`src/rtl/pmb_pkg.sv`:
```
package pmb_pkg;

  localparam int METERS_DEFAULT = 4;
  localparam int QUEUE_DEPTH    = 2;

  localparam int MAG_W   = 24;
  localparam int LEVEL_W = 16;
  localparam int OUT_W   = 15;
  localparam int CFG_IDX_W  = 4;
  localparam int CFG_DATA_W = 16;

  // 1/256 dB per 1/256 octave, times 256
  localparam int LVL_SCALE = 1541;
  localparam int LVL_ROUND = 128;

  localparam logic [CFG_IDX_W-1:0] REG_BAR_FALL_STEP    = 4'd0;
  localparam logic [CFG_IDX_W-1:0] REG_MARKER_FALL_STEP = 4'd1;
  localparam logic [CFG_IDX_W-1:0] REG_HOLD_TICKS       = 4'd2;
  localparam logic [CFG_IDX_W-1:0] REG_FLOOR_LEVEL      = 4'd3;

  localparam logic [11:0] BAR_FALL_RESET    = 12'd492;
  localparam logic [11:0] MARKER_FALL_RESET = 12'd113;
  localparam logic [7:0]  HOLD_TICKS_RESET  = 8'd30;
  localparam logic signed [14:0] FLOOR_RESET = -15'sd15360;

  typedef struct packed {
    logic [11:0]        bar_fall_step;
    logic [11:0]        marker_fall_step;
    logic [7:0]         hold_ticks;
    logic signed [14:0] floor_level;
  } cfg_t;

  // round(256 * log2(1 + i/64))
  localparam logic [7:0] FRAC_TABLE [64] = '{
    8'd0,   8'd6,   8'd11,  8'd17,  8'd22,  8'd28,  8'd33,  8'd38,
    8'd44,  8'd49,  8'd54,  8'd59,  8'd63,  8'd68,  8'd73,  8'd78,
    8'd82,  8'd87,  8'd92,  8'd96,  8'd100, 8'd105, 8'd109, 8'd113,
    8'd118, 8'd122, 8'd126, 8'd130, 8'd134, 8'd138, 8'd142, 8'd146,
    8'd150, 8'd154, 8'd157, 8'd161, 8'd165, 8'd169, 8'd172, 8'd176,
    8'd179, 8'd183, 8'd186, 8'd190, 8'd193, 8'd197, 8'd200, 8'd203,
    8'd207, 8'd210, 8'd213, 8'd216, 8'd220, 8'd223, 8'd226, 8'd229,
    8'd232, 8'd235, 8'd238, 8'd241, 8'd244, 8'd247, 8'd250, 8'd253
  };

endpackage

```
`src/rtl/pmb_fifo.sv`:
```
module pmb_fifo #(
  parameter int WIDTH = 8,
  parameter int DEPTH = 2
) (
  input  logic             clk,
  input  logic             rst,
  input  logic             push,
  input  logic [WIDTH-1:0] wdata,
  output logic             full,
  input  logic             pop,
  output logic [WIDTH-1:0] rdata,
  output logic             empty
);
  import pmb_pkg::*;

  localparam int AW = (DEPTH > 1) ? $clog2(DEPTH) : 1;
  localparam int CW = $clog2(DEPTH + 1);

  logic [WIDTH-1:0] mem [DEPTH];
  logic [AW-1:0]    wr_ptr;
  logic [AW-1:0]    rd_ptr;
  logic [CW-1:0]    count;

  assign full  = (count == CW'(DEPTH));
  assign empty = (count == '0);
  assign rdata = mem[rd_ptr];

  always_ff @(posedge clk) begin
    if (rst) begin
      wr_ptr <= '0;
      rd_ptr <= '0;
      count  <= '0;
    end else begin
      if (push) begin
        wr_ptr <= (wr_ptr == AW'(DEPTH - 1)) ? '0 : wr_ptr + 1'b1;
      end
      if (pop) begin
        rd_ptr <= (rd_ptr == AW'(DEPTH - 1)) ? '0 : rd_ptr + 1'b1;
      end
      if (push && !pop) begin
        count <= count + 1'b1;
      end else if (pop && !push) begin
        count <= count - 1'b1;
      end
    end
  end

  always_ff @(posedge clk) begin
    if (push) begin
      mem[wr_ptr] <= wdata;
    end
  end

`ifndef SYNTHESIS
  a_no_overflow: assert property (@(posedge clk) disable iff (rst) push |-> !full)
    else $error("fifo written while full");
  a_no_underflow: assert property (@(posedge clk) disable iff (rst) pop |-> !empty)
    else $error("fifo read while empty");
  a_count_range: assert property (@(posedge clk) disable iff (rst) count <= CW'(DEPTH))
    else $error("fifo count out of range");
`endif

endmodule

```
`src/rtl/pmb_front.sv`:
```
module pmb_front #(
  parameter int METERS = pmb_pkg::METERS_DEFAULT,
  parameter int MIDX_W = 2
) (
  input  logic                               clk,
  input  logic                               rst,
  input  logic                               push,
  output logic                               full,
  input  logic [1:0]                         meter_index,
  input  logic [pmb_pkg::MAG_W-1:0]          peak_magnitude,
  output logic                               item_valid,
  output logic [MIDX_W-1:0]                  item_idx,
  output logic                               item_low,
  output logic signed [pmb_pkg::LEVEL_W-1:0] item_level,
  input  logic                               item_full
);
  import pmb_pkg::*;

  logic              adv;
  logic              in_range;
  logic [4:0]        lo_pos;
  logic [MAG_W-1:0]  norm;

  logic              s1_valid;
  logic [MIDX_W-1:0] s1_idx;
  logic              s1_low;
  logic [4:0]        s1_pos;
  logic [5:0]        s1_frac_idx;

  logic signed [5:0]  oct;
  logic signed [13:0] log_val;
  logic signed [25:0] prod;
  logic signed [25:0] rounded;

  logic                      s2_valid;
  logic [MIDX_W-1:0]         s2_idx;
  logic                      s2_low;
  logic signed [LEVEL_W-1:0] s2_level;

  // the pipe moves whenever the last stage can drain into the queue
  assign adv      = !s2_valid || !item_full;
  assign full     = !adv;
  assign in_range = ({30'd0, meter_index} < 32'(METERS));

  always_comb begin
    lo_pos = '0;
    for (int k = 0; k < MAG_W; k++) begin
      if (peak_magnitude[k]) begin
        lo_pos = 5'(k);
      end
    end
    norm = peak_magnitude << (5'd23 - lo_pos);
  end

  always_comb begin
    oct     = $signed({1'b0, s1_pos}) - 6'sd23;
    log_val = $signed({oct, 8'd0}) + $signed({6'd0, FRAC_TABLE[s1_frac_idx]});
    prod    = 26'(log_val) * 26'(LVL_SCALE);
    rounded = prod + 26'(LVL_ROUND);
  end

  always_ff @(posedge clk) begin
    if (rst) begin
      s1_valid <= 1'b0;
      s2_valid <= 1'b0;
    end else if (adv) begin
      s1_valid <= push && in_range;
      s2_valid <= s1_valid;
    end
  end

  always_ff @(posedge clk) begin
    if (adv) begin
      s1_idx      <= MIDX_W'(meter_index);
      s1_low      <= (peak_magnitude <= 24'd8);
      s1_pos      <= lo_pos;
      s1_frac_idx <= norm[22:17];
      s2_idx      <= s1_idx;
      s2_low      <= s1_low;
      s2_level    <= LEVEL_W'(rounded >>> 8);
    end
  end

  assign item_valid = s2_valid;
  assign item_idx   = s2_idx;
  assign item_low   = s2_low;
  assign item_level = s2_level;

`ifndef SYNTHESIS
  a_hold_on_stall: assert property (@(posedge clk) disable iff (rst)
      s2_valid && item_full |=> s2_valid && $stable(s2_level) && $stable(s2_idx))
    else $error("front item lost while queue full");
  a_full_only_when_loaded: assert property (@(posedge clk) disable iff (rst)
      full |-> s2_valid)
    else $error("front stalls with empty last stage");
  a_level_range: assert property (@(posedge clk) disable iff (rst)
      s2_valid && !s2_low |-> s2_level <= 16'sd1541)
    else $error("level above full scale");
`endif

endmodule

```
`src/rtl/pmb_back.sv`:
```
module pmb_back #(
  parameter int METERS = pmb_pkg::METERS_DEFAULT,
  parameter int MIDX_W = 2
) (
  input  logic                               clk,
  input  logic                               rst,
  input  pmb_pkg::cfg_t                      cfg,
  input  logic                               item_valid,
  input  logic [MIDX_W-1:0]                  item_idx,
  input  logic                               item_low,
  input  logic signed [pmb_pkg::LEVEL_W-1:0] item_level,
  output logic                               item_pop,
  input  logic                               res_full,
  output logic                               res_push,
  output logic signed [pmb_pkg::OUT_W-1:0]   res_bar,
  output logic signed [pmb_pkg::OUT_W-1:0]   res_marker,
  output logic                               res_at_floor
);
  import pmb_pkg::*;

  logic signed [LEVEL_W-1:0] bar_q    [METERS];
  logic signed [LEVEL_W-1:0] marker_q [METERS];
  logic [7:0]                cd_q     [METERS];

  logic                      fire;
  logic signed [16:0]        flr;
  logic signed [16:0]        v;
  logic signed [16:0]        bar_old;
  logic signed [16:0]        mk_old;
  logic [7:0]                cd_old;
  logic signed [16:0]        bar_dec;
  logic signed [16:0]        bar_mid;
  logic signed [16:0]        bar_new;
  logic signed [16:0]        mk_dec;
  logic signed [16:0]        mk_mid;
  logic signed [16:0]        mk_new;
  logic [7:0]                cd_new;

  assign fire     = item_valid && !res_full;
  assign item_pop = fire;
  assign res_push = fire;

  always_comb begin
    flr     = 17'(cfg.floor_level);
    v       = item_low ? flr : 17'(item_level);
    bar_old = 17'(bar_q[item_idx]);
    mk_old  = 17'(marker_q[item_idx]);
    cd_old  = cd_q[item_idx];

    // bar: instant attack, fixed-step release, never under the level
    bar_dec = bar_old - $signed({5'd0, cfg.bar_fall_step});
    if (v > bar_old) begin
      bar_mid = v;
    end else begin
      bar_mid = (bar_dec < v) ? v : bar_dec;
    end
    bar_new = (bar_mid < flr) ? flr : bar_mid;

    // marker: capture, hold for a number of ticks, then fall toward the bar
    mk_dec = mk_old - $signed({5'd0, cfg.marker_fall_step});
    cd_new = cd_old;
    if (v >= mk_old) begin
      mk_mid = v;
      cd_new = cfg.hold_ticks;
    end else if (cd_old == 8'd0) begin
      mk_mid = (mk_dec < bar_new) ? bar_new : mk_dec;
    end else begin
      mk_mid = mk_old;
      cd_new = cd_old - 8'd1;
    end
    mk_new = (mk_mid < flr) ? flr : mk_mid;
  end

  assign res_bar      = OUT_W'(bar_new);
  assign res_marker   = OUT_W'(mk_new);
  assign res_at_floor = (mk_new <= flr);

  always_ff @(posedge clk) begin
    if (rst) begin
      for (int k = 0; k < METERS; k++) begin
        bar_q[k]    <= LEVEL_W'(FLOOR_RESET);
        marker_q[k] <= LEVEL_W'(FLOOR_RESET);
        cd_q[k]     <= 8'd0;
      end
    end else if (fire) begin
      bar_q[item_idx]    <= LEVEL_W'(bar_new);
      marker_q[item_idx] <= LEVEL_W'(mk_new);
      cd_q[item_idx]     <= cd_new;
    end
  end

`ifndef SYNTHESIS
  a_bar_floor: assert property (@(posedge clk) disable iff (rst)
      fire |-> bar_new >= flr)
    else $error("bar below floor");
  a_marker_floor: assert property (@(posedge clk) disable iff (rst)
      fire |-> mk_new >= flr && res_at_floor == (mk_new == flr))
    else $error("marker below floor");
  a_capture_rearms: assert property (@(posedge clk) disable iff (rst)
      fire && v >= mk_old |-> cd_new == cfg.hold_ticks && mk_mid == v)
    else $error("marker capture did not rearm hold");
`endif

endmodule

```
`src/rtl/peak_meter_ballistics_core.sv`:
```
// Peak meter ballistics for a small set of meters (default four).
// Input queue side: drive meter_index and peak_magnitude (unsigned Q1.23) with
// push; a transfer happens on a clock edge with push high and full low. Items
// for a meter index at or beyond METERS are dropped and give no result.
// Result queue side: while empty is low, bar_level, marker_level and
// marker_at_floor show the oldest result; pop high on an edge transfers it.
// One result per in-range item, in input order.
// A result passes both front stages, the middle queue and the per-meter update
// into the result queue. Throughput: one item per cycle while full is low; the
// level conversion is a two-stage pipe (leading-one/normalize, then table plus
// one multiply) and the per-meter update is a read-modify-write on flip-flop state.
// When pop is held low the result queue fills, then the middle queue, then
// the front pipe, and full rises; nothing is lost.
// Configuration: cfg_valid/cfg_ready write channel, always ready; index 0 bar
// fall step, 1 marker fall step, 2 hold ticks, 3 floor level; other indexes
// are ignored. Write only while the block is idle.
// Reset (synchronous, rst high) restores register defaults, puts every bar and
// marker at -60 dB, clears hold counters and empties all queues.
module peak_meter_ballistics_core #(
  parameter int METERS = pmb_pkg::METERS_DEFAULT
) (
  input  logic                                  clk,
  input  logic                                  rst,
  input  logic                                  push,
  output logic                                  full,
  input  logic [1:0]                            meter_index,
  input  logic [pmb_pkg::MAG_W-1:0]             peak_magnitude,
  output logic                                  empty,
  input  logic                                  pop,
  output logic signed [pmb_pkg::OUT_W-1:0]      bar_level,
  output logic signed [pmb_pkg::OUT_W-1:0]      marker_level,
  output logic                                  marker_at_floor,
  input  logic                                  cfg_valid,
  output logic                                  cfg_ready,
  input  logic [pmb_pkg::CFG_IDX_W-1:0]         cfg_index,
  input  logic [pmb_pkg::CFG_DATA_W-1:0]        cfg_data
);
  import pmb_pkg::*;

  localparam int MIDX_W  = (METERS > 1) ? $clog2(METERS) : 1;
  localparam int MID_W   = MIDX_W + 1 + LEVEL_W;
  localparam int RES_W   = 2 * OUT_W + 1;

  cfg_t cfg;

  logic                      f_valid;
  logic [MIDX_W-1:0]         f_idx;
  logic                      f_low;
  logic signed [LEVEL_W-1:0] f_level;
  logic                      mid_full;
  logic                      mid_empty;
  logic                      mid_push;
  logic                      mid_pop;
  logic [MID_W-1:0]          mid_rdata;

  logic                      res_full;
  logic                      res_push;
  logic signed [OUT_W-1:0]   res_bar;
  logic signed [OUT_W-1:0]   res_marker;
  logic                      res_at_floor;
  logic [RES_W-1:0]          res_rdata;

  assign cfg_ready = 1'b1;

  always_ff @(posedge clk) begin
    if (rst) begin
      cfg.bar_fall_step    <= BAR_FALL_RESET;
      cfg.marker_fall_step <= MARKER_FALL_RESET;
      cfg.hold_ticks       <= HOLD_TICKS_RESET;
      cfg.floor_level      <= FLOOR_RESET;
    end else if (cfg_valid && cfg_ready) begin
      unique case (cfg_index)
        REG_BAR_FALL_STEP:    cfg.bar_fall_step    <= cfg_data[11:0];
        REG_MARKER_FALL_STEP: cfg.marker_fall_step <= cfg_data[11:0];
        REG_HOLD_TICKS:       cfg.hold_ticks       <= cfg_data[7:0];
        REG_FLOOR_LEVEL:      cfg.floor_level      <= $signed(cfg_data[14:0]);
        default: ;
      endcase
    end
  end

  pmb_front #(
    .METERS (METERS),
    .MIDX_W (MIDX_W)
  ) u_front (
    .clk            (clk),
    .rst            (rst),
    .push           (push),
    .full           (full),
    .meter_index    (meter_index),
    .peak_magnitude (peak_magnitude),
    .item_valid     (f_valid),
    .item_idx       (f_idx),
    .item_low       (f_low),
    .item_level     (f_level),
    .item_full      (mid_full)
  );

  assign mid_push = f_valid && !mid_full;

  pmb_fifo #(
    .WIDTH (MID_W),
    .DEPTH (QUEUE_DEPTH)
  ) u_mid_q (
    .clk   (clk),
    .rst   (rst),
    .push  (mid_push),
    .wdata ({f_idx, f_low, f_level}),
    .full  (mid_full),
    .pop   (mid_pop),
    .rdata (mid_rdata),
    .empty (mid_empty)
  );

  pmb_back #(
    .METERS (METERS),
    .MIDX_W (MIDX_W)
  ) u_back (
    .clk          (clk),
    .rst          (rst),
    .cfg          (cfg),
    .item_valid   (!mid_empty),
    .item_idx     (mid_rdata[MID_W-1 -: MIDX_W]),
    .item_low     (mid_rdata[LEVEL_W]),
    .item_level   ($signed(mid_rdata[LEVEL_W-1:0])),
    .item_pop     (mid_pop),
    .res_full     (res_full),
    .res_push     (res_push),
    .res_bar      (res_bar),
    .res_marker   (res_marker),
    .res_at_floor (res_at_floor)
  );

  pmb_fifo #(
    .WIDTH (RES_W),
    .DEPTH (QUEUE_DEPTH)
  ) u_res_q (
    .clk   (clk),
    .rst   (rst),
    .push  (res_push),
    .wdata ({res_bar, res_marker, res_at_floor}),
    .full  (res_full),
    .pop   (pop && !empty),
    .rdata (res_rdata),
    .empty (empty)
  );

  assign bar_level       = $signed(res_rdata[RES_W-1 -: OUT_W]);
  assign marker_level    = $signed(res_rdata[OUT_W:1]);
  assign marker_at_floor = res_rdata[0];

endmodule

```
`config.mk`:
```
export PLATFORM = sky130hd
export DESIGN_NAME = peak_meter_ballistics_core
export DESIGN_NICKNAME = d
export VERILOG_FILES = /design/src/rtl/pmb_pkg.sv /design/src/rtl/pmb_fifo.sv /design/src/rtl/pmb_front.sv /design/src/rtl/pmb_back.sv /design/src/rtl/peak_meter_ballistics_core.sv
export SDC_FILE = /design/constraint.sdc
export NUM_CORES = 1
export LEC_CHECK = 0
export BUFFER_PORTS_ARGS = -buffer_cell sky130_fd_sc_hd__buf_2
export CORE_MARGIN = 1.5
export CORE_UTILIZATION = 55
export CTS_CLUSTER_DIAMETER = 100
export CTS_CLUSTER_SIZE = 14
export DETAILED_ROUTE_END_ITERATION = 8
export GPL_TIMING_DRIVEN = 0
export PLACE_DENSITY = 0.74
export SETUP_SLACK_MARGIN = 0.1
export SYNTH_ARGS = -nofsm -noshare
export SYNTH_HDL_FRONTEND = slang
export SYNTH_SLANG_ARGS = --single-unit
```
`constraint.sdc`:
```
create_clock -name clk -period 19.9 [get_ports clk]
set_input_delay 0.995 -clock clk [delete_from_list [all_inputs] [get_ports clk]]
set_output_delay 0.995 -clock clk [all_outputs]
set_load 0.1 [all_outputs]
```
# Word-level counts from Yosys, hierarchy flattened
# Memories as Yosys holds them, arrays and structs flattened. A register that Yosys moved wholly into a read port is not among the register bits.
# Index checks and enable logic that the tools add are counted.
[totals]
mem_bits_ro = 512
inputBits = 51
memories = 6
ramBits = 260
ff_bits = 90
word_cells = 151
out_inout_bits = 34
[mem_list]
columns = ["name", "words", "word_bits", "rd", "rd_clocked_by_memory_dff", "write_ports", "line", "text"]
rows = [
  ["(name not given)", 64, 8, 1, 0, 0, "pmb_front.sv:57", "log_val = $signed({oct, 8'd0}) + $signed({6'd0, FRAC_TABLE[s1_frac_idx]});"],
  ["u_back.bar_q", 4, 16, 1, 0, 4, "pmb_back.sv:21", "logic signed [LEVEL_W-1:0] bar_q [METERS];"],
  ["u_back.marker_q", 4, 16, 1, 0, 4, "pmb_back.sv:22", "logic signed [LEVEL_W-1:0] marker_q [METERS];"],
  ["u_res_q.mem", 2, 31, 1, 1, 1, "pmb_fifo.sv:19", "logic [WIDTH-1:0] mem [DEPTH];"],
  ["u_mid_q.mem", 2, 19, 1, 1, 1, "pmb_fifo.sv:19", ""],
  ["u_back.cd_q", 4, 8, 1, 0, 4, "pmb_back.sv:23", "logic [7:0] cd_q [METERS];"],
]
[op_classes]
n_bitwise = 1
n_mul = 1
muxes = 64
order_cmp = 9
eq_ne = 5
shift = 1
add_sub_neg = 15
reduce_logical = 30
[op_table]
columns = ["op", "count"]
rows = [
  ["two-way mux 17 bit", 8],
  ["two-way mux 5 bit", 22],
  ["two-way mux 8 bit", 5],
  ["less-than comparator 17 x 15 -> 1 bit", 2],
  ["less-than comparator 17 bit", 2],
  ["subtractor 16 x 13 -> 17 bit", 2],
  ["two-way mux 16 bit", 2],
  ["OR reduction 16 bit", 2],
  ["adder 24 x 9 -> 24 bit (second input constant)", 1],
  ["<= comparator 24 x 4 -> 1 bit (second input constant)", 1],
  ["multiplier 14 x 12 -> 24 bit (second input constant)", 1],
  ["left shift 24 x 5 -> 23 bit", 1],
  ["two-way mux 1 bit", 20],
  ["greater-or-equal comparator 17 x 16 -> 1 bit", 1],
  ["greater-than comparator 17 x 16 -> 1 bit", 1],
  ["<= comparator 17 x 15 -> 1 bit", 1],
  ["adder 14 x 9 -> 14 bit", 1],
  ["two-way mux 2 bit", 7],
  ["zero test 1 bit", 9],
  ["equality test 4 x 2 -> 1 bit (second input constant)", 2],
  ["zero test 8 bit", 1],
  ["AND reduction 2 bit", 4],
  ["OR reduction 8 bit", 1],
  ["subtractor 8 x 1 -> 8 bit (second input constant)", 1],
  ["other kinds (14)", 28],
]

# Longest topological paths before layout
# Gate-level depths: netlist of run 1.
[logic_depth]
word_depth = 25
mapped_depth = 72
mapped_depth_nobuf = 62

# Cells and area by module
# Synthesis of run 1 repeated with hierarchy kept, for this count alone.
[hier_totals]
cells_unflattened = 2215
hier_area_um2 = 23936.7
[by_module_without_submodules]
columns = ["mod", "area_each_um2", "n_inst", "cells_per_inst", "seq_area_each_um2"]
rows = [
  ["pmb_back", 12609.6, 1, 1240, 4804.6],
  ["pmb_front", 5333.9, 1, 584, 1031.0],
  ["pmb_fifo at u_res_q", 2433.6, 1, 118, 1961.9],
  ["peak_meter_ballistics_core", 1980.6, 1, 192, 940.9],
  ["pmb_fifo at u_mid_q", 1579.0, 1, 81, 1241.2],
]

# Worst setup path after synthesis of run 1
# Ideal clock, no wire load.
[synth_timing]
path_type = "register to register"
from = "reg with a tool-made name"
to = "mem u_res_q.mem[0][0] in the netlist's numbering, data pin"
path_stages_with_launch = 69
setup_time_ns = 0.163
slack_ns = 4.985
t_arrival_ns = 14.751
cell_sequence = "dfxtp_1 > mux2_1 > buf_2 > buf_2 > buf_1 > buf_2 > clkbuf_1 > mux4_2 > ha_1 > or3_1 > o21bai_1 > a31oi_1 > o31ai_1 > nand2_1 > ha_1 > nand3_1 > or3_1 > o211a_1 > (+33 left out) > a21oi_1 > nor2_1 > a311oi_4 > buf_6 > mux2i_1 > inv_1 > ha_1 > nor2b_1 > o21a_1 > o21ai_0 > nand2b_1 > a21oi_1 > o21ai_0 > a21o_1 > a21o_1 > a21oi_1 > o211ai_1 > a31oi_1"
[synth_rtl]
columns = ["element", "line"]
rows = [
  ["to (decl)", "pmb_fifo.sv:19"],
]

==> impl_metrics.csv, run 1 <==
group,metric,value,unit
status,outcome,"finished, final reports clean",
clock_network,tritoncts,"done",
route,remaining_drc_errors,0,
cells_and_area,fin_nets,2615,
clock_network,cts_buffers,29,
setup_path,worst_r2r_path_depth,68,
global_route,grt_start_max_net_pins,41,
timing,rsz0062_at_grt,"false",
clock_network,cts_max_level,1,
timing,fmax,53.7,MHz
logic_synthesis,synth_nets,2500,
setup_path,crit_required,20.31,ns
worst_hold_path,holdPathEnd,"u_front.item_low$_DFFE_PN_",
clock_network,holdBufCountCts,0,
route,routed_wl,65800,µm
logic_synthesis,synth_top_family_by_area,"adder cells",
timing,post-route-min-period,18.62,ns
logic_synthesis,synth_area,0.0230,mm²
placed_design,dp_hpwl,52400,µm
timing,final_hold_viol_count,0,
route,firstDrtPassIters,5,
setup_path,critPathKind,"flip-flop to flip-flop",
floorplan,dieWidth,208,µm
timing,worstMarginPinSlew,1.40,ns
clock_network,postCtsSetupBuffers,0,
cells_and_area,final_layout_size_suffix_gt1_share,10.5,%
cells_and_area,area_growth,8.98,%
logic_synthesis,yosys.area_share.simple,12.1,%
floorplan,design.core.area,0.0411,mm²
route,vias,17458,
setup_path,cp_slowest_cell,"clkbuf_1",
placed_design,routabilityCongestion,0.992,
cells_and_area,num_antenna_cells,0,
floorplan,rows,74,
global_route,grt_first_pass_wirelength,100000,µm
logic_synthesis,syn_area_per_cell,10.5,µm²
clock_network,cts_resized,0,
route,drt_iter0_drc,1593,
logic_synthesis,async_flop_share,0,%
global_route,grt_overflow,0,
logic_synthesis,synthesis.instances,2185,
placed_design,port_buffers,80,
logic_synthesis,synth.area.mux_share,10.8,%
timing,setup-violations-final,0,
clock_network,clock-root-buffer,"clkbuf_16",
floorplan,pin_count,85,
setup_path,start_kind,"flip-flop",
floorplan,initial_core_util,56.0,%
timing,skew,0.0134,ns
logic_synthesis,synth-main-ff-cell,"edfxtp_1",
floorplan,die_area,0.0431,mm²
setup_path,max_stage_delay,0.60,ns
timing,finalCritPeriodShare,93.6,%
logic_synthesis,yosysUniqueCellTypes,76,
route,drt-wirelength-per-cell,23.0,µm
logic_synthesis,synthAdderAreaFrac,15.1,%
route,drt.antenna.violating_nets,0,
floorplan,die_h,208,µm
timing,final.setup.tns,0,ns
global_route,grt.total_usage,30.4,%
logic_synthesis,synth_seq_cells,352,
setup_path,worstSetupEndpointType,"flip-flop",
timing,slew_headroom,5.83,%
run,max_cap_viol_count,0,
clock_network,clk_path_buf_depth,3,
worst_hold_path,hold_path.class,"flip-flop to flip-flop",
worst_hold_path,worstHoldStart,"u_front.s1_low$_DFFE_PN_",
clock_network,numClockSinks,352,
clock_network,clock_latency,0.59,ns
logic_synthesis,yosysSeqAreaShare,43.3,%
worst_hold_path,holdPathStages,0,
setup_path,regToRegEndpoint,"u_res_q.mem[1][0]$_DFFE_PP_",
clock_network,clk_pin_slew_worst_paths,0.07,ns
global_route,grt_antenna_before_repair,0,
setup_path,cp.arrival,19.03,ns
setup_path,reg2reg_slack,1.28,ns
logic_synthesis,synth_edf_count,293,
logic_synthesis,ys_warn_count,0,
logic_synthesis,synth-compound-area-share,11.2,%
setup_path,cp_max_fo,10,
global_route,grt_pass1_vias,17281,
route,routed_via_density,6.11,
timing,drv_slew,0,
logic_synthesis,synthXorXnorAreaFrac,2.36,%
==> worst max-delay path: cells and delay by family, from the launching register on <==
kind,cells,cell delay (ns)
compound gates,30,6.95
buf+inv,11,4.31
simple gates,18,3.58
fa+ha+maj,6,1.83
mux,3,1.37
flops,1,0.39
==> sequential cells by signal, indices dropped and copies added (netlist names), 2 cells and up, named ones only <==
name                 count
u_back.bar_q            64
u_back.marker_q         64
u_res_q.mem             62
cfg                     47
u_mid_q.mem             38
u_back.cd_q             32
u_front.item_level      16
u_front.s1_frac_idx      6
u_front.s1_pos           5
u_front.item_idx         2
u_front.s1_idx           2
u_mid_q.count            2
u_res_q.count            2
==> cells in the mapped netlist (16+ instances only) <==
cell	number	area (µm²)
a211o_1	22	193
a21o_1	38	285
a21oi_1	97	485
a31oi_1	23	144
clkbuf_1	61	229
dfxtp_1	59	1180
edfxtp_1	293	8800
fa_1	22	440
ha_1	242	3030
inv_1	223	837
mux2_2	46	518
mux2i_1	103	1030
mux4_2	41	923
nand2_1	140	526
nand2b_1	18	113
nand3_1	31	155
nand4_1	24	150
nor2_1	273	1020
nor2b_1	24	150
nor3_1	31	155
o21a_1	16	120
o21ai_0	89	445
xnor2_1	38	333
xor2_1	24	210
==> stage by stage <==
stage / instances / worst slack (ns) / util (%) / instance area (µm²) / hold slack, ns
floorplan: 2185 / 4.99 / - / 23000 / 0.400
global placement: 2797 / 0.884 / 58.6 / 24100 / 0.404
detailed placement: 2802 / 0.833 / 58.9 / 24200 / 0.406
CTS: 2856 / 0.745 / 61.0 / 25100 / 0.426
global route: 2855 / 0.229 / 61.1 / 25100 / 0.440
finish: 2855 / 1.28 / 61.1 / 25100 / 0.432
==> cells by family (layout without fill, tap and decap cells) <==
family	after synthesis	in the layout
AO/OA/AOI/OAI	394	394
adder cells (fa/ha/maj)	264	264
buffers and inverters	308	446
AND/OR/NAND/NOR	612	612
XOR/XNOR	62	62
flip-flops	352	352
other	1	1
multiplexers	192	192
==> placed cells by master (no fill, tap or decap), types with 14 or more instances in the layout <==
master | Yosys | layout
buf_2 | 8 | 88
mux4_2 | 41 | 41
and3_1 | 14 | 14
nand3_1 | 31 | 31
inv_1 | 223 | 223
or3_1 | 14 | 14
a21oi_1 | 97 | 95
clkbuf_16 | 0 | 29
nand2b_1 | 18 | 15
a31oi_1 | 23 | 23
nor2b_1 | 24 | 24
nand4_1 | 24 | 24
ha_1 | 242 | 242
mux2i_1 | 103 | 100
mux2_2 | 46 | 46
xor2_1 | 24 | 24
fa_1 | 22 | 22
dfxtp_1 | 59 | 59
clkbuf_1 | 61 | 80
nor2_1 | 273 | 270
nand2_1 | 140 | 140
a211o_1 | 22 | 22
o21ai_0 | 89 | 89
xnor2_1 | 38 | 38
nor3_1 | 31 | 31
o21a_1 | 16 | 16
edfxtp_1 | 293 | 293
a21o_1 | 38 | 38
==> routing by layer <==
metal	up-vias	routed length [µm]	track usage (%)
met5	-	0	0
met4	0	2650	11.7
met3	135	4770	3.31
met2	717	30300	49.6
met1	8486	28000	41.9
li1	8120	-	-
==> how the worst max path moves through the flow <==
stage,start,to,slack [ns],depth (start not counted)
6_report,flip-flop,u_res_q.mem[1][0]$_DFFE_PP_,1.28,68
5_1_grt,flip-flop,u_res_q.mem[1][0]$_DFFE_PP_,0.23,65
4_1_cts,flip-flop,u_res_q.mem[1][0]$_DFFE_PP_,0.75,68
3_5_place_dp,flip-flop,u_res_q.mem[1][0]$_DFFE_PP_,0.83,68
3_3_place_gp,flip-flop,u_res_q.mem[0][0]$_DFFE_PP_,0.88,67
2_1_floorplan,flip-flop,u_res_q.mem[0][0]$_DFFE_PP_,4.99,68
==> cell type report <==
cell class | count | area, µm²
fillers | 3399 | 16000
multi-input cells | 1525 | 11900
flip-flops and latches | 352 | 9980
repair buffers | 85 | 490
plain buffers | 82 | 344
well taps | 532 | 666
inverters | 225 | 845
clock buffers | 50 | 805
clock inverters | 4 | 61.3
Power of run 1 is left out: the tool's default activity adds up to more than one toggle a clock period on the data nets, which glitch-free logic cannot reach.
==> inputs of run 2 (changes only) <==
- BUFFER_PORTS_ARGS: -buffer_cell sky130_fd_sc_hd__buf_2 -> unset
- DONT_BUFFER_PORTS: unset -> 1
- PLACE_DENSITY: 0.74 -> 0.75
==> run 2 against run 1 <==
  * Core utilization fell by 1.1 points
  * Count of clock-buffer cells in the layout is 1 higher
  * Sequential share of layout area increased by 0.71 points
  * First-iteration DRC count increased by 5.0%
  * Cell area shrank 1.7%
  * Via count fell by 1.8%
  * Cell count shrank 2.8%
  * Worst setup slack worse by 0.086 ns
  * Fmax decreased by 0.46%
  * Non-clock buffer count down 81
  * Die area unchanged
  * Critical path depth fell by 4
  * Critical endpoint unchanged
==> impl_metrics.csv, run 2 (synthesized netlist as in run 1, its figures left out) <==
group,metric,value,unit
timing,fmax,53.5,MHz
placed_design,routabilityCongestion,1.04,
route,drt-wirelength-per-cell,24.0,µm
global_route,grt.total_usage,31.0,%
setup_path,cp_common_cell,"a21o_1",
timing,post-route-min-period,18.71,ns
timing,slew_headroom,5.05,%
setup_path,worstSetupEndpointType,"flip-flop",
setup_path,cp_max_fo,19,
floorplan,pin_count,85,
setup_path,worst_r2r_path_depth,64,
floorplan,die_area,0.0431,mm²
setup_path,crit_required,20.30,ns
cells_and_area,final_layout_size_suffix_gt1_share,7.31,%
timing,skew,0.0285,ns
timing,setup-violations-final,0,
placed_design,postPlaceCellArea,0.0238,mm²
floorplan,die_h,208,µm
placed_design,port_buffers,0,
clock_network,cts_max_level,1,
timing,finalCritPeriodShare,94.0,%
clock_network,tritoncts,"done",
cells_and_area,final_common_cell,"edfxtp_1",
route,routed_via_density,6.18,
worst_hold_path,holdPathEnd,"u_front.item_idx[0]$_DFFE_PN_",
route,routed_wl,66500,µm
worst_hold_path,holdPathStages,0,
clock_network,clk_path_buf_depth,3,
global_route,grt_antenna_before_repair,2,
route,vias,17151,
global_route,grt_first_pass_wirelength,101000,µm
clock_network,clock-root-buffer,"clkbuf_16",
timing,final.setup.tns,0,ns
clock_network,postCtsSetupBuffers,0,
setup_path,cp.arrival,19.10,ns
clock_network,clock_latency,0.61,ns
cells_and_area,layout_common_cells,"edfxtp_1 (293), nor2_1 (269), ha_1 (242)",
run,max_cap_viol_count,0,
route,remaining_drc_errors,0,
placed_design,dp_hpwl,52800,µm
clock_network,clk_pin_slew_worst_paths,0.07,ns
floorplan,initial_core_util,56.0,%
clock_network,cts_buffers,29,
global_route,grt_pass1_vias,17180,
timing,drv_slew,0,
route,drt_iter0_drc,1673,
setup_path,reg2reg_slack,1.19,ns
status,outcome,"finished, final reports clean",
timing,rsz0062_at_grt,"false",
global_route,grt_overflow,0,
route,drt.antenna.violating_nets,0,
timing,final_hold_viol_count,0,
timing,worstMarginPinSlew,1.41,ns
setup_path,start_kind,"flip-flop",
worst_hold_path,worstHoldStart,"u_front.s1_idx[0]$_DFFE_PN_",
setup_path,max_stage_delay,0.97,ns
cells_and_area,fin_nets,2534,
setup_path,critPathKind,"flip-flop to flip-flop",
route,firstDrtPassIters,6,
floorplan,design.core.area,0.0411,mm²
clock_network,numClockSinks,352,
setup_path,regToRegEndpoint,"u_res_q.mem[1][0]$_DFFE_PP_",
cells_and_area,nFillCells,3461,
global_route,grt_start_max_net_pins,41,
cells_and_area,final_area,0.0247,mm²
worst_hold_path,hold_path.class,"flip-flop to flip-flop",
cells_and_area,area_growth,7.08,%
setup_path,cp_slowest_cell,"mux2i_1",
floorplan,dieWidth,208,µm
cells_and_area,reg_top3,"u_back.bar_q: 64 flops, u_back.marker_q: 64 flops, u_res_q.mem: 62 flops",
floorplan,rows,74,
## run 2: area by class of cell
cell class	instances	area (µm²)	share of cell area, %
repair buffers	5	82.6	0.335
flip-flops and latches	352	9980	40.5
diodes	1	2.50	0.0101
clock inverters	3	35.0	0.142
multi-input cells	1525	11900	48.3
plain buffers	81	334	1.35
clock buffers	51	808	3.28
inverters	225	845	3.42
well taps	532	666	2.70
## run 2: routing by layer
| metal | wire (µm) | part of all wire (%) | track usage (%) | vias to the layer above |
|---|---|---|---|---|
| met5 | 20 | 0.030 | 0 | - |
| met4 | 2880 | 4.3 | 11.9 | 2 |
| met3 | 4890 | 7.3 | 4.54 | 146 |
| met2 | 30200 | 45 | 50.4 | 691 |
| met1 | 28500 | 43 | 42.2 | 8356 |
| li1 | - | - | - | 7956 |
## run 2: timing repair
| action | in CTS | in global routing |
|---|---|---|
| gates resized for setup | 0 | 7 |
| endpoints found under the setup margin | 0 | 2 |
| hold buffers | 0 | 0 |
## run 2: worst max-delay path: cells and delay by family, from the launching register on
family	cells	cell delay, ns
compound gates	31	7.55
fa+ha+maj	6	1.84
buf+inv	9	3.81
flops	1	0.41
mux	4	1.94
simple gates	14	2.90
## run 2: stage by stage
step / hold WS (ns) / setup WS, ns / cells / util [%]
2_1_floorplan: 0.400 / 4.99 / 2185 / -
3_3_place_gp: 0.405 / 0.808 / 2717 / 57.7
3_5_place_dp: 0.406 / 0.570 / 2722 / 57.9
4_1_cts: 0.422 / 0.418 / 2776 / 60.0
5_1_grt: 0.431 / 0.172 / 2775 / 60.0
6_report: 0.420 / 1.19 / 2775 / 60.0
## run 2: how the worst max path moves through the flow
stage	from	to	slack (ns)
final	flip-flop	u_res_q.mem[1][0]$_DFFE_PP_	1.19
after global routing	flip-flop	u_res_q.mem[1][0]$_DFFE_PP_	0.17
after CTS	flip-flop	u_res_q.mem[1][0]$_DFFE_PP_	0.42
after detailed placement	flip-flop	u_res_q.mem[0][0]$_DFFE_PP_	0.57
after global placement	flip-flop	u_res_q.mem[0][0]$_DFFE_PP_	0.81
after floorplan	flip-flop	u_res_q.mem[0][0]$_DFFE_PP_	4.99
Power of run 2 is left out for the same reason.
